<file path="config.mk">
export PLATFORM = sky130hd
export DESIGN_NAME = display_list_command_parser
export DESIGN_NICKNAME = d
export VERILOG_FILES = /design/src/sv/dlcp_pkg.sv /design/src/sv/dlcp_ctrl.sv /design/src/sv/dlcp_datapath.sv /design/src/sv/display_list_command_parser.sv
export VERILOG_INCLUDE_DIRS = /design/src /design/src/sv
export SDC_FILE = /design/constraint.sdc
export NUM_CORES = 1
export LEC_CHECK = 0
export BUFFER_PORTS_ARGS = -buffer_cell sky130_fd_sc_hd__buf_2
export CAP_MARGIN = 5
export CORE_MARGIN = 3
export CORE_UTILIZATION = 30
export DETAILED_ROUTE_END_ITERATION = 10
export GPL_TIMING_DRIVEN = 1
export HOLD_SLACK_MARGIN = 0.03
export PLACE_DENSITY = 0.42
export SLEW_MARGIN = 20
export SYNTH_ARGS = -nofsm -noshare
export SYNTH_HDL_FRONTEND = slang
export SYNTH_SLANG_ARGS = --single-unit
</file>
<file path="constraint.sdc">
create_clock -name clk -period 5.9 [get_ports clk]
set_input_delay 1.18 -clock clk [delete_from_list [all_inputs] [get_ports clk]]
set_output_delay 1.18 -clock clk [all_outputs]
set_load 0.02 [all_outputs]
</file>
<file path="src/sv/assert_macros.svh">
// Assertion macros shared by the display list parser modules.
`ifndef ASSERT_MACROS_SVH
`define ASSERT_MACROS_SVH

`ifndef NO_ASSERTIONS

// Checks that a property holds at every rising clock edge outside reset.
`define ASSERT_AT(lbl, clk, rst_n, prop, msg) \
	lbl: assert property (@(posedge clk) disable iff (!rst_n) (prop)) else $error(msg);

// Checks that a condition never holds at a rising clock edge outside reset.
`define ASSERT_NEVER(lbl, clk, rst_n, cond, msg) \
	lbl: assert property (@(posedge clk) disable iff (!rst_n) !(cond)) else $error(msg);

`else

`define ASSERT_AT(lbl, clk, rst_n, prop, msg)
`define ASSERT_NEVER(lbl, clk, rst_n, cond, msg)

`endif

`endif

</file>
<file path="src/sv/dlcp_pkg.sv">
// Package with the opcodes, codes, types and helpers of the display list parser.
`timescale 1ns / 1ps
`default_nettype none

package dlcp_pkg;

	localparam int MAX_LIST_BYTES_DEF = 65536;
	localparam int XF_DEPTH = 16;
	localparam int XF_IDX_W = $clog2(XF_DEPTH);
	localparam int NUM_STATS = 8;

	localparam logic [7:0] OP_NOP     = 8'h00;
	localparam logic [7:0] OP_CP      = 8'h08;
	localparam logic [7:0] OP_XF      = 8'h10;
	localparam logic [7:0] OP_IDX_A   = 8'h20;
	localparam logic [7:0] OP_IDX_B   = 8'h28;
	localparam logic [7:0] OP_IDX_C   = 8'h30;
	localparam logic [7:0] OP_IDX_D   = 8'h38;
	localparam logic [7:0] OP_SKIP    = 8'h40;
	localparam logic [7:0] OP_ONE     = 8'h48;
	localparam logic [7:0] OP_BP      = 8'h61;
	localparam logic [7:0] OP_PRIM_LO = 8'h80;
	localparam logic [7:0] OP_PRIM_HI = 8'hbf;

	localparam logic [2:0] SP_CP    = 3'd0;
	localparam logic [2:0] SP_XF    = 3'd1;
	localparam logic [2:0] SP_BP    = 3'd2;
	localparam logic [2:0] SP_IDX_A = 3'd3;

	localparam logic [2:0] IDX_GROUP_A = OP_IDX_A[5:3];

	localparam logic [2:0] ST_CMD    = 3'd0;
	localparam logic [2:0] ST_PARSED = 3'd1;
	localparam logic [2:0] ST_ERR    = 3'd2;
	localparam logic [2:0] ST_CP     = 3'd3;
	localparam logic [2:0] ST_XF     = 3'd4;
	localparam logic [2:0] ST_IDX    = 3'd5;
	localparam logic [2:0] ST_BP     = 3'd6;
	localparam logic [2:0] ST_PRIM   = 3'd7;

	typedef enum logic [1:0] {
		PH_OPCODE,
		PH_COLLECT,
		PH_XF_DATA,
		PH_SKIP
	} phase_t;

	typedef enum logic [1:0] {
		S_IDLE,
		S_REC,
		S_XF,
		S_STAT
	} ctrl_state_t;

	typedef enum logic [1:0] {
		OUT_REC,
		OUT_XF,
		OUT_STAT
	} out_sel_t;

	typedef struct packed {
		logic     accept;
		logic     load_out;
		out_sel_t sel;
		logic     mark_last;
		logic     idx_clr;
		logic     idx_inc;
		logic     clear_list;
	} ctrl_cmd_t;

	typedef struct packed {
		logic rec;
		logic xf;
		logic stats;
		logic idx_last_xf;
		logic idx_last_stat;
	} dp_status_t;

	// Number of operand bytes that follow an opcode, not counting XF data or primitive skip bytes.
	function automatic logic [3:0] bytes_needed(input logic [7:0] op);
		logic [3:0] n;
		n = 4'd0;
		if (op == OP_CP) begin
			n = 4'd5;
		end else if (op == OP_XF || op == OP_IDX_A || op == OP_IDX_B ||
				op == OP_IDX_C || op == OP_IDX_D || op == OP_BP) begin
			n = 4'd4;
		end else if (op == OP_SKIP) begin
			n = 4'd8;
		end else if (op >= OP_PRIM_LO && op <= OP_PRIM_HI) begin
			n = 4'd2;
		end
		return n;
	endfunction

endpackage

`default_nettype wire

</file>
<file path="src/sv/dlcp_ctrl.sv">
// Controller state machine that sequences byte acceptance and result emission.
`timescale 1ns / 1ps
`default_nettype none
`include "assert_macros.svh"

module dlcp_ctrl
	import dlcp_pkg::*;
(
	input  wire logic       clk,
	input  wire logic       arst_n,
	input  wire logic       in_valid,
	output logic            in_ready,
	output logic            out_valid,
	input  wire logic       out_ready,
	input  wire dp_status_t status,
	output ctrl_cmd_t       cmd
);

	ctrl_state_t state_q;
	ctrl_state_t state_n;
	logic        out_valid_q;
	logic        stats_pend_q;
	logic        can_load;

	assign can_load  = !out_valid_q || out_ready;
	assign out_valid = out_valid_q;

	always_comb begin
		state_n = state_q;
		unique case (state_q)
			S_IDLE: begin
				if (in_valid) begin
					priority if (status.rec) begin
						state_n = S_REC;
					end else if (status.xf) begin
						state_n = S_XF;
					end else if (status.stats) begin
						state_n = S_STAT;
					end else begin
						state_n = S_IDLE;
					end
				end
			end
			S_REC: begin
				if (can_load) begin
					state_n = stats_pend_q ? S_STAT : S_IDLE;
				end
			end
			S_XF: begin
				if (can_load && status.idx_last_xf) begin
					state_n = stats_pend_q ? S_STAT : S_IDLE;
				end
			end
			S_STAT: begin
				if (can_load && status.idx_last_stat) begin
					state_n = S_IDLE;
				end
			end
			default: begin
				state_n = S_IDLE;
			end
		endcase
	end

	always_comb begin
		cmd      = '0;
		cmd.sel  = OUT_REC;
		in_ready = 1'b0;
		unique case (state_q)
			S_IDLE: begin
				in_ready    = 1'b1;
				cmd.accept  = in_valid;
				cmd.idx_clr = 1'b1;
			end
			S_REC: begin
				if (can_load) begin
					cmd.load_out  = 1'b1;
					cmd.sel       = OUT_REC;
					cmd.mark_last = !stats_pend_q;
				end
			end
			S_XF: begin
				if (can_load) begin
					cmd.load_out = 1'b1;
					cmd.sel      = OUT_XF;
					if (status.idx_last_xf) begin
						cmd.mark_last = !stats_pend_q;
						cmd.idx_clr   = 1'b1;
					end else begin
						cmd.idx_inc = 1'b1;
					end
				end
			end
			S_STAT: begin
				if (can_load) begin
					cmd.load_out = 1'b1;
					cmd.sel      = OUT_STAT;
					if (status.idx_last_stat) begin
						cmd.mark_last  = 1'b1;
						cmd.clear_list = 1'b1;
						cmd.idx_clr    = 1'b1;
					end else begin
						cmd.idx_inc = 1'b1;
					end
				end
			end
			default: begin
				cmd = '0;
			end
		endcase
	end

	always_ff @(posedge clk or negedge arst_n) begin
		if (!arst_n) begin
			state_q      <= S_IDLE;
			out_valid_q  <= 1'b0;
			stats_pend_q <= 1'b0;
		end else begin
			state_q <= state_n;
			if (cmd.load_out) begin
				out_valid_q <= 1'b1;
			end else if (out_ready) begin
				out_valid_q <= 1'b0;
			end
			if (cmd.accept) begin
				stats_pend_q <= status.stats;
			end else if (cmd.clear_list) begin
				stats_pend_q <= 1'b0;
			end
		end
	end

	`ASSERT_NEVER(a_no_overwrite, clk, arst_n, cmd.load_out && out_valid_q && !out_ready, "result overwritten before its transaction completed")
	`ASSERT_AT(a_run_ends_marked, clk, arst_n, (state_q != S_IDLE && state_n == S_IDLE) |-> (cmd.load_out && cmd.mark_last), "run of results ended without a final mark")
	`ASSERT_AT(a_idle_no_pending, clk, arst_n, (state_q == S_IDLE) |-> !stats_pend_q, "statistics still pending while idle")

endmodule

`default_nettype wire

</file>
<file path="src/sv/dlcp_datapath.sv">
// Datapath with the parse state, XF word buffer, counters and output register.
`timescale 1ns / 1ps
`default_nettype none
`include "assert_macros.svh"

module dlcp_datapath
	import dlcp_pkg::*;
#(
	parameter int MAX_LIST_BYTES = MAX_LIST_BYTES_DEF
) (
	input  wire logic        clk,
	input  wire logic        arst_n,
	input  wire ctrl_cmd_t   cmd,
	input  wire logic [7:0]  data_byte,
	input  wire logic        last_byte,
	output dp_status_t       status,
	output logic             kind,
	output logic [2:0]       load_space,
	output logic [15:0]      opcode_offset,
	output logic [15:0]      reg_address,
	output logic [4:0]       load_count,
	output logic [31:0]      value,
	output logic             last_of_run
);

	localparam int CNT_W = $clog2(MAX_LIST_BYTES + 1);
	localparam logic [CNT_W-1:0] MAX_C = CNT_W'(MAX_LIST_BYTES);
	localparam logic [2:0] LAST_STAT = 3'(NUM_STATS - 1);

	phase_t            phase_q, phase_n;
	logic [7:0]        opcode_q, opcode_n;
	logic [6:0]        bidx_q, bidx_n;
	logic [31:0]       word_q, word_n;
	logic [7:0]        short_q, short_n;
	logic [15:0]       xf_base_q, xf_base_n;
	logic [4:0]        xf_words_q, xf_words_n;
	logic [CNT_W-1:0]  pos_q, pos_n;
	logic [15:0]       cmd_start_q, cmd_start_n;
	logic [15:0]       skip_q, skip_n;
	logic              halted_q, halted_n;
	logic [CNT_W-1:0]  stat_q [NUM_STATS];
	logic [NUM_STATS-1:0] bump;

	logic [31:0]       xf_buf [XF_DEPTH];
	logic              xf_wr;
	logic [31:0]       asm_word;
	logic [3:0]        need;

	logic              rec_ev, xf_ev;
	logic [2:0]        rec_space_n, rec_space_q;
	logic [15:0]       rec_addr_n, rec_addr_q;
	logic [4:0]        rec_count_n, rec_count_q;
	logic [31:0]       rec_value_n, rec_value_q;

	logic [XF_IDX_W-1:0] emit_idx_q;
	logic [CNT_W-1:0]  stat_sel;

	assign asm_word = {word_q[23:0], data_byte};
	assign need     = bytes_needed(opcode_q);

	always_comb begin
		phase_n     = phase_q;
		opcode_n    = opcode_q;
		bidx_n      = bidx_q;
		word_n      = word_q;
		short_n     = short_q;
		xf_base_n   = xf_base_q;
		xf_words_n  = xf_words_q;
		pos_n       = pos_q;
		cmd_start_n = cmd_start_q;
		skip_n      = skip_q;
		halted_n    = halted_q;
		bump        = '0;
		xf_wr       = 1'b0;
		rec_ev      = 1'b0;
		xf_ev       = 1'b0;
		rec_space_n = SP_CP;
		rec_addr_n  = {8'h00, short_q};
		rec_count_n = 5'd1;
		rec_value_n = asm_word;

		if (pos_q < MAX_C) begin
			pos_n = pos_q + 1'b1;
		end

		if (!halted_q) begin
			unique case (phase_q)
				PH_OPCODE: begin
					cmd_start_n = 16'(pos_q);
					opcode_n    = data_byte;
					bidx_n      = '0;
					word_n      = '0;
					if (data_byte == OP_NOP || data_byte == OP_ONE) begin
						bump[ST_CMD] = 1'b1;
					end else if (bytes_needed(data_byte) != 4'd0) begin
						phase_n = PH_COLLECT;
					end else begin
						bump[ST_CMD] = 1'b1;
						bump[ST_ERR] = 1'b1;
						halted_n     = 1'b1;
					end
				end
				PH_COLLECT: begin
					if (bidx_q == 7'd0 && (opcode_q == OP_CP || opcode_q == OP_BP)) begin
						short_n = data_byte;
					end else begin
						word_n = asm_word;
					end
					bidx_n = bidx_q + 7'd1;
					if (bidx_n >= {3'b000, need}) begin
						phase_n = PH_OPCODE;
						priority if (opcode_q == OP_CP) begin
							rec_ev         = 1'b1;
							rec_value_n    = word_n;
							bump[ST_CMD]   = 1'b1;
							bump[ST_CP]    = 1'b1;
						end else if (opcode_q == OP_XF) begin
							xf_base_n  = word_n[15:0];
							xf_words_n = {1'b0, word_n[19:16]} + 5'd1;
							bidx_n     = '0;
							word_n     = '0;
							phase_n    = PH_XF_DATA;
						end else if (opcode_q == OP_IDX_A || opcode_q == OP_IDX_B ||
								opcode_q == OP_IDX_C || opcode_q == OP_IDX_D) begin
							rec_ev       = 1'b1;
							rec_space_n  = SP_IDX_A + (opcode_q[5:3] - IDX_GROUP_A);
							rec_addr_n   = {4'h0, word_n[11:0]};
							rec_count_n  = {1'b0, word_n[15:12]} + 5'd1;
							rec_value_n  = word_n;
							bump[ST_CMD] = 1'b1;
							bump[ST_IDX] = 1'b1;
						end else if (opcode_q == OP_SKIP) begin
							bump[ST_CMD] = 1'b1;
						end else if (opcode_q == OP_BP) begin
							rec_ev       = 1'b1;
							rec_space_n  = SP_BP;
							rec_value_n  = {8'h00, word_n[23:0]};
							bump[ST_CMD] = 1'b1;
							bump[ST_BP]  = 1'b1;
						end else begin
							skip_n        = word_n[15:0];
							bump[ST_CMD]  = 1'b1;
							bump[ST_PRIM] = 1'b1;
							if (word_n[15:0] != 16'd0) begin
								phase_n = PH_SKIP;
							end
						end
					end
				end
				PH_XF_DATA: begin
					word_n = asm_word;
					if (bidx_q[1:0] == 2'd3) begin
						xf_wr  = 1'b1;
						word_n = '0;
					end
					bidx_n = bidx_q + 7'd1;
					if (bidx_n >= {xf_words_q, 2'b00}) begin
						xf_ev        = 1'b1;
						bump[ST_CMD] = 1'b1;
						bump[ST_XF]  = 1'b1;
						phase_n      = PH_OPCODE;
					end
				end
				PH_SKIP: begin
					if (skip_q != 16'd0) begin
						skip_n = skip_q - 16'd1;
					end
					if (skip_n == 16'd0) begin
						phase_n = PH_OPCODE;
					end
				end
				default: begin
					phase_n = PH_OPCODE;
				end
			endcase
		end

		if (last_byte && !halted_n && (phase_n == PH_COLLECT || phase_n == PH_XF_DATA)) begin
			bump[ST_ERR] = 1'b1;
		end
	end

	always_comb begin
		status.rec           = rec_ev;
		status.xf            = xf_ev;
		status.stats         = last_byte;
		status.idx_last_xf   = (5'(emit_idx_q) == xf_words_q - 5'd1);
		status.idx_last_stat = (emit_idx_q[2:0] == LAST_STAT);
	end

	always_ff @(posedge clk or negedge arst_n) begin
		if (!arst_n) begin
			phase_q     <= PH_OPCODE;
			opcode_q    <= '0;
			bidx_q      <= '0;
			word_q      <= '0;
			short_q     <= '0;
			xf_base_q   <= '0;
			xf_words_q  <= '0;
			pos_q       <= '0;
			cmd_start_q <= '0;
			skip_q      <= '0;
			halted_q    <= 1'b0;
			for (int k = 0; k < NUM_STATS; k++) begin
				stat_q[k] <= '0;
			end
		end else if (cmd.accept) begin
			phase_q     <= phase_n;
			opcode_q    <= opcode_n;
			bidx_q      <= bidx_n;
			word_q      <= word_n;
			short_q     <= short_n;
			xf_base_q   <= xf_base_n;
			xf_words_q  <= xf_words_n;
			pos_q       <= pos_n;
			cmd_start_q <= cmd_start_n;
			skip_q      <= skip_n;
			halted_q    <= halted_n;
			for (int k = 0; k < NUM_STATS; k++) begin
				if (bump[k] && stat_q[k] < MAX_C) begin
					stat_q[k] <= stat_q[k] + 1'b1;
				end
			end
		end else if (cmd.clear_list) begin
			phase_q     <= PH_OPCODE;
			opcode_q    <= '0;
			bidx_q      <= '0;
			word_q      <= '0;
			short_q     <= '0;
			xf_base_q   <= '0;
			xf_words_q  <= '0;
			pos_q       <= '0;
			cmd_start_q <= '0;
			skip_q      <= '0;
			halted_q    <= 1'b0;
			for (int k = 0; k < NUM_STATS; k++) begin
				stat_q[k] <= '0;
			end
		end
	end

	always_ff @(posedge clk) begin
		if (cmd.accept && xf_wr) begin
			xf_buf[bidx_q[5:2]] <= asm_word;
		end
		if (cmd.accept && rec_ev) begin
			rec_space_q <= rec_space_n;
			rec_addr_q  <= rec_addr_n;
			rec_count_q <= rec_count_n;
			rec_value_q <= rec_value_n;
		end
	end

	always_ff @(posedge clk or negedge arst_n) begin
		if (!arst_n) begin
			emit_idx_q <= '0;
		end else if (cmd.idx_clr) begin
			emit_idx_q <= '0;
		end else if (cmd.idx_inc) begin
			emit_idx_q <= emit_idx_q + 1'b1;
		end
	end

	// The parsed-byte statistic is the list position itself.
	assign stat_sel = (emit_idx_q[2:0] == ST_PARSED) ? pos_q : stat_q[emit_idx_q[2:0]];

	always_ff @(posedge clk) begin
		if (cmd.load_out) begin
			last_of_run <= cmd.mark_last;
			unique case (cmd.sel)
				OUT_REC: begin
					kind          <= 1'b0;
					load_space    <= rec_space_q;
					opcode_offset <= cmd_start_q;
					reg_address   <= rec_addr_q;
					load_count    <= rec_count_q;
					value         <= rec_value_q;
				end
				OUT_XF: begin
					kind          <= 1'b0;
					load_space    <= SP_XF;
					opcode_offset <= cmd_start_q;
					reg_address   <= xf_base_q + 16'(emit_idx_q);
					load_count    <= xf_words_q;
					value         <= xf_buf[emit_idx_q];
				end
				OUT_STAT: begin
					kind          <= 1'b1;
					load_space    <= SP_CP;
					opcode_offset <= 16'd0;
					reg_address   <= 16'(emit_idx_q);
					load_count    <= 5'd0;
					value         <= {{(32-CNT_W){1'b0}}, stat_sel};
				end
				default: begin
					kind <= 1'b0;
				end
			endcase
		end
	end

	`ASSERT_AT(a_xf_idx_range, clk, arst_n, (cmd.load_out && cmd.sel == OUT_XF) |-> (5'(emit_idx_q) < xf_words_q), "XF record read beyond the buffered words")
	`ASSERT_AT(a_halt_holds, clk, arst_n, (halted_q && !cmd.clear_list) |=> halted_q, "parser left the halted state before the list ended")
	`ASSERT_AT(a_pos_bounded, clk, arst_n, pos_q <= MAX_C, "list position beyond its limit")

endmodule

`default_nettype wire

</file>
<file path="src/sv/display_list_command_parser.sv">
// Top level of the display list command parser.
`timescale 1ns / 1ps
`default_nettype none

// Takes a display list one byte per transaction and emits one record per register
// load and eight statistics when the byte marked last arrives. Bytes that cause
// no result stream at one per cycle. A byte that causes n results holds off the
// next byte while the controller steps them through the single output register,
// one per cycle when out_ready is high: one for a CP, BP or indexed load, N for
// the last byte of an XF load with N words, and eight more for the statistics at
// the end of a list. The next byte is taken while the final result still waits
// in the output register.
module display_list_command_parser
	import dlcp_pkg::*;
#(
	parameter int MAX_LIST_BYTES = MAX_LIST_BYTES_DEF
) (
	input  wire logic        clk,
	input  wire logic        arst_n,
	input  wire logic        in_valid,
	output logic             in_ready,
	input  wire logic [7:0]  data_byte,
	input  wire logic        last_byte,
	output logic             out_valid,
	input  wire logic        out_ready,
	output logic             kind,
	output logic [2:0]       load_space,
	output logic [15:0]      opcode_offset,
	output logic [15:0]      reg_address,
	output logic [4:0]       load_count,
	output logic [31:0]      value,
	output logic             last_of_run
);

	ctrl_cmd_t  cmd;
	dp_status_t status;

	dlcp_ctrl u_ctrl (
		.clk       (clk),
		.arst_n    (arst_n),
		.in_valid  (in_valid),
		.in_ready  (in_ready),
		.out_valid (out_valid),
		.out_ready (out_ready),
		.status    (status),
		.cmd       (cmd)
	);

	dlcp_datapath #(
		.MAX_LIST_BYTES (MAX_LIST_BYTES)
	) u_datapath (
		.clk           (clk),
		.arst_n        (arst_n),
		.cmd           (cmd),
		.data_byte     (data_byte),
		.last_byte     (last_byte),
		.status        (status),
		.kind          (kind),
		.load_space    (load_space),
		.opcode_offset (opcode_offset),
		.reg_address   (reg_address),
		.load_count    (load_count),
		.value         (value),
		.last_of_run   (last_of_run)
	);

endmodule

`default_nettype wire

</file>
==> results.py <==
metrics = {
    "status": {
        "outcome": "completed",
    },
    "sta": {
        "rsz0062_at_grt": "false",
        "min_period_ns": 4.77,
        "tightest_slew_ns": 1.20,
        "setup_viol": 0,
        "clock.fmax_mhz": 210,
        "drv_slew": 0,
        "finalHoldViolations": 0,
        "setup-tns-final_ns": 0,
        "slew_headroom_pct": 19.7,
        "finalCritPeriodShare_pct": 80.9,
        "finClkSkew_ns": 0.0505,
    },
    "drt": {
        "via_per_inst": 5.19,
        "wl_met1_mm": 55.6,
        "top_layer": "met4",
        "wl_per_cell_um": 26.0,
        "dr_wl_met2_mm": 59.6,
        "drtAntennaViolNets": 0,
        "drt-total-wl_mm": 123,
        "vias": 24638,
        "drc": 0,
        "dr_wl_met3_mm": 4.76,
        "first_iter_violations": 1946,
        "first_pass_iters": 5,
    },
    "cells_and_area": {
        "drive_gt1_share_pct": 18.0,
        "post-route-cell-area_um2": 45700,
        "layout_common_cells": "638 x edfxtp_1, 307 x nand2_1, 251 x dfrtp_1, 215 x o21ai_0, 177 x mux4_2",
        "final_nets": 2983,
        "layout-area-overhead-vs-synth_pct": 15.5,
        "utilization_pct": 35.1,
        "final_common_cell": "edfxtp_1",
        "diodes": 0,
    },
    "placed_design": {
        "dpl-instance-area_um2": 42300,
        "port_buffers": 88,
        "place.gp.congestion": 0.882,
        "dpl.hpwl_mm": 79.1,
    },
    "pwr": {
        "p_sw_share_pct": 31.9,
        "p_seq_share_pct": 43.6,
        "leakagePower_nw": 16.7,
        "p_switching_w": 0.00584,
        "internal_power_w": 0.0125,
        "cellPowerDensity_nw_per_um2": 401,
        "peakVddDrop_uv": 232,
        "p_clk_share_pct": 34.4,
        "pwr-share-comb_pct": 22.0,
        "power.total_w": 0.0183,
    },
    "clocking": {
        "post_cts_hold_buffer_count": 0,
        "clockRootBuffer": "clkbuf_16",
        "cts_resized": 0,
        "cts_inserted_buffers": 103,
        "cts_max_level": 3,
        "path_clk_slew_ns": 0.06,
        "clk_latency_ns": 0.74,
        "cts_tree": "yes",
        "cts_buffer_depth": 3,
        "cts_setup_buffers": 0,
        "cts_sinks": 893,
    },
    "grt": {
        "track_usage_pct": 18.1,
        "grt_pass1_vias": 25007,
        "grt_max_degree": 136,
        "antenna_found_initial": 4,
        "grt_first_pass_wirelength_mm": 180,
        "grt_overflow": 0,
    },
    "critical_path": {
        "cp-end-kind": "flip-flop",
        "worstSetupStartpointType": "flip-flop",
        "critPathMaxFanout": 9,
        "crit_arrival_ns": 5.43,
        "critPathKind": "reg -> reg",
        "crit_required_ns": 6.56,
    },
    "floorplan": {
        "initial_core_util_pct": 30.4,
        "fp.dieW_um": 369,
        "fp.coreArea_um2": 130000,
        "die_area_um2": 136000,
        "die_y_um": 369,
        "rows": 132,
        "io_pins": 89,
    },
    "synth": {
        "ys_ff_latch": 893,
        "synth_top_flop_cell": "edfxtp_1",
        "yosysWarningCount": 0,
        "ys_seq_area_share_pct": 64.6,
        "synthesis.nets": 2878,
        "synth.distinct_cells": 84,
        "syn-cell-area_um2": 39500,
        "avgSynthCellArea_um2": 14.0,
        "async_flop_share_pct": 28.6,
        "synth_edf_count": 638,
        "syn_inst": 2820,
    },
    "job": {
        "cap_violations": 0,
    },
    "worst_hold_path": {
        "hp-class": "in -> async",
    },
}
-- layer usage --
layer / track usage (%) / up-vias
met1: 24.8 / 12966
met3: 2.60 / 158
met4: 5.21 / 0
met2: 29.9 / 599
li1: - / 10915
met5: 0 / -
-- synth_stat cells, types with 9 or more instances --
master    count  share of area, %
nor2_1      185               1.8
and3_1       33              0.52
mux2_2       10              0.28
inv_1        70              0.66
nand4_1      32              0.51
dfrtp_1     255                16
nor3_1       35              0.44
a31oi_1      19              0.30
mux4_2      177                10
mux2i_1      61               1.5
nand2_1     307               2.9
a22oi_1      10              0.19
and4_1        9              0.20
xnor2_1      23              0.51
buf_2         9              0.11
o31ai_1      30              0.57
clkbuf_1    127               1.2
buf_1        20              0.19
nand3_1      74              0.94
o21a_1       10              0.19
and2_1       25              0.40
nand2b_1     16              0.25
a21oi_1      77              0.97
edfxtp_1    638                48
a221oi_1     20              0.44
a22o_1       43              0.95
xor2_1       78               1.7
nor2b_1      32              0.51
ha_1         44               1.4
o21ai_0     215               2.7
or3_1        16              0.25
-- power by group through the flow --
stage	Sequential (W)	Clock (W)	Combinational [W]
final	0.00798	0.00629	0.00403
after global routing	0.00805	0.00673	0.00438
after CTS	0.00798	0.00648	0.00410
after detailed placement	0.00810	0	0.00408
after global placement	0.00808	0	0.00407
after floorplan	0.00808	0	0.00242
-- path summary, 6_finish.rpt --
path / startpoint / to / slack [ns] / depth (start not counted)
hold reg to reg: u_datapath.short_q[1] / u_datapath.short_q[1] / 0.48 / 2
setup / recovery: u_datapath.opcode_q[4] / u_datapath.stat_q[95] / 1.13 / 14
max in group asynchronous: arst_n / u_datapath.emit_idx_q[1] / 4.23 / 2
hold / removal: arst_n / u_datapath.cmd_start_q[11] / 0.48 / 1
setup reg to reg: u_datapath.opcode_q[4] / u_datapath.stat_q[95] / 1.13 / 14
min in group clk: u_datapath.short_q[1] / u_datapath.short_q[1] / 0.48 / 2
-- sequential cells by signal (all words and copies together), names as in the netlist, 16 cells and up --
signal	cells
u_datapath.cmd_start_q	16
u_datapath.opcode_offset	16
u_datapath.pos_q	17
u_datapath.rec_value_q	32
u_datapath.reg_address	16
u_datapath.skip_q	16
u_datapath.stat_q	119
u_datapath.value	32
u_datapath.word_q	32
u_datapath.xf_base_q	16
u_datapath.xf_buf	512
-- through the flow --
stage / setup WS (ns) / hold slack, ns / cells
after floorplan: 0.535 / 0.450 / 2820
after global placement: 1.19 / 0.469 / 4560
after detailed placement: 1.17 / 0.470 / 4562
after CTS: 1.16 / 0.443 / 4751
after global routing: 0.786 / 0.493 / 4751
final: 1.13 / 0.478 / 4751
-- logic make-up (layout without fill, tap and decap cells) --
kind of cell               Yosys count  count (layout)  share of synthesized area (%)
adders and majority gates           45              45                           1.44
muxes                              248             248                           11.9
and+or+nand+nor                    818             818                           9.92
DFF                                893             893                           64.6
AOI/OAI and AO/OA                  486             486                           7.67
xor gates and xnor gates           101             101                           2.24
buffers and inverters              229             418                           2.24
-- critical path, stage by stage, from the launching register on --
cell,delay (ns)
dfrtp_1,0.44
nor4_1,0.60
nand2_1,0.37
and3_1,0.30
and2_1,0.16
ha_1,0.26
o21a_1,0.20
a2111oi_0,0.62
a21oi_1,0.15
a22oi_1,0.22
a21oi_2,0.14
nor4_4,0.40
nor3_2,0.16
or4_1,0.53
a21oi_1,0.15
-- layout make-up --
cell class / instances / area [µm²]
sequential: 893 / 25600
clock inverter: 43 / 474
inverter: 71 / 267
clock buffer: 146 / 2860
timing repair buffer: 158 / 1050
multi-input combinational: 1698 / 13300
tap: 1742 / 2180
fill: 12605 / 84500
No activity file was read; power rests on OpenSTA's default activity.
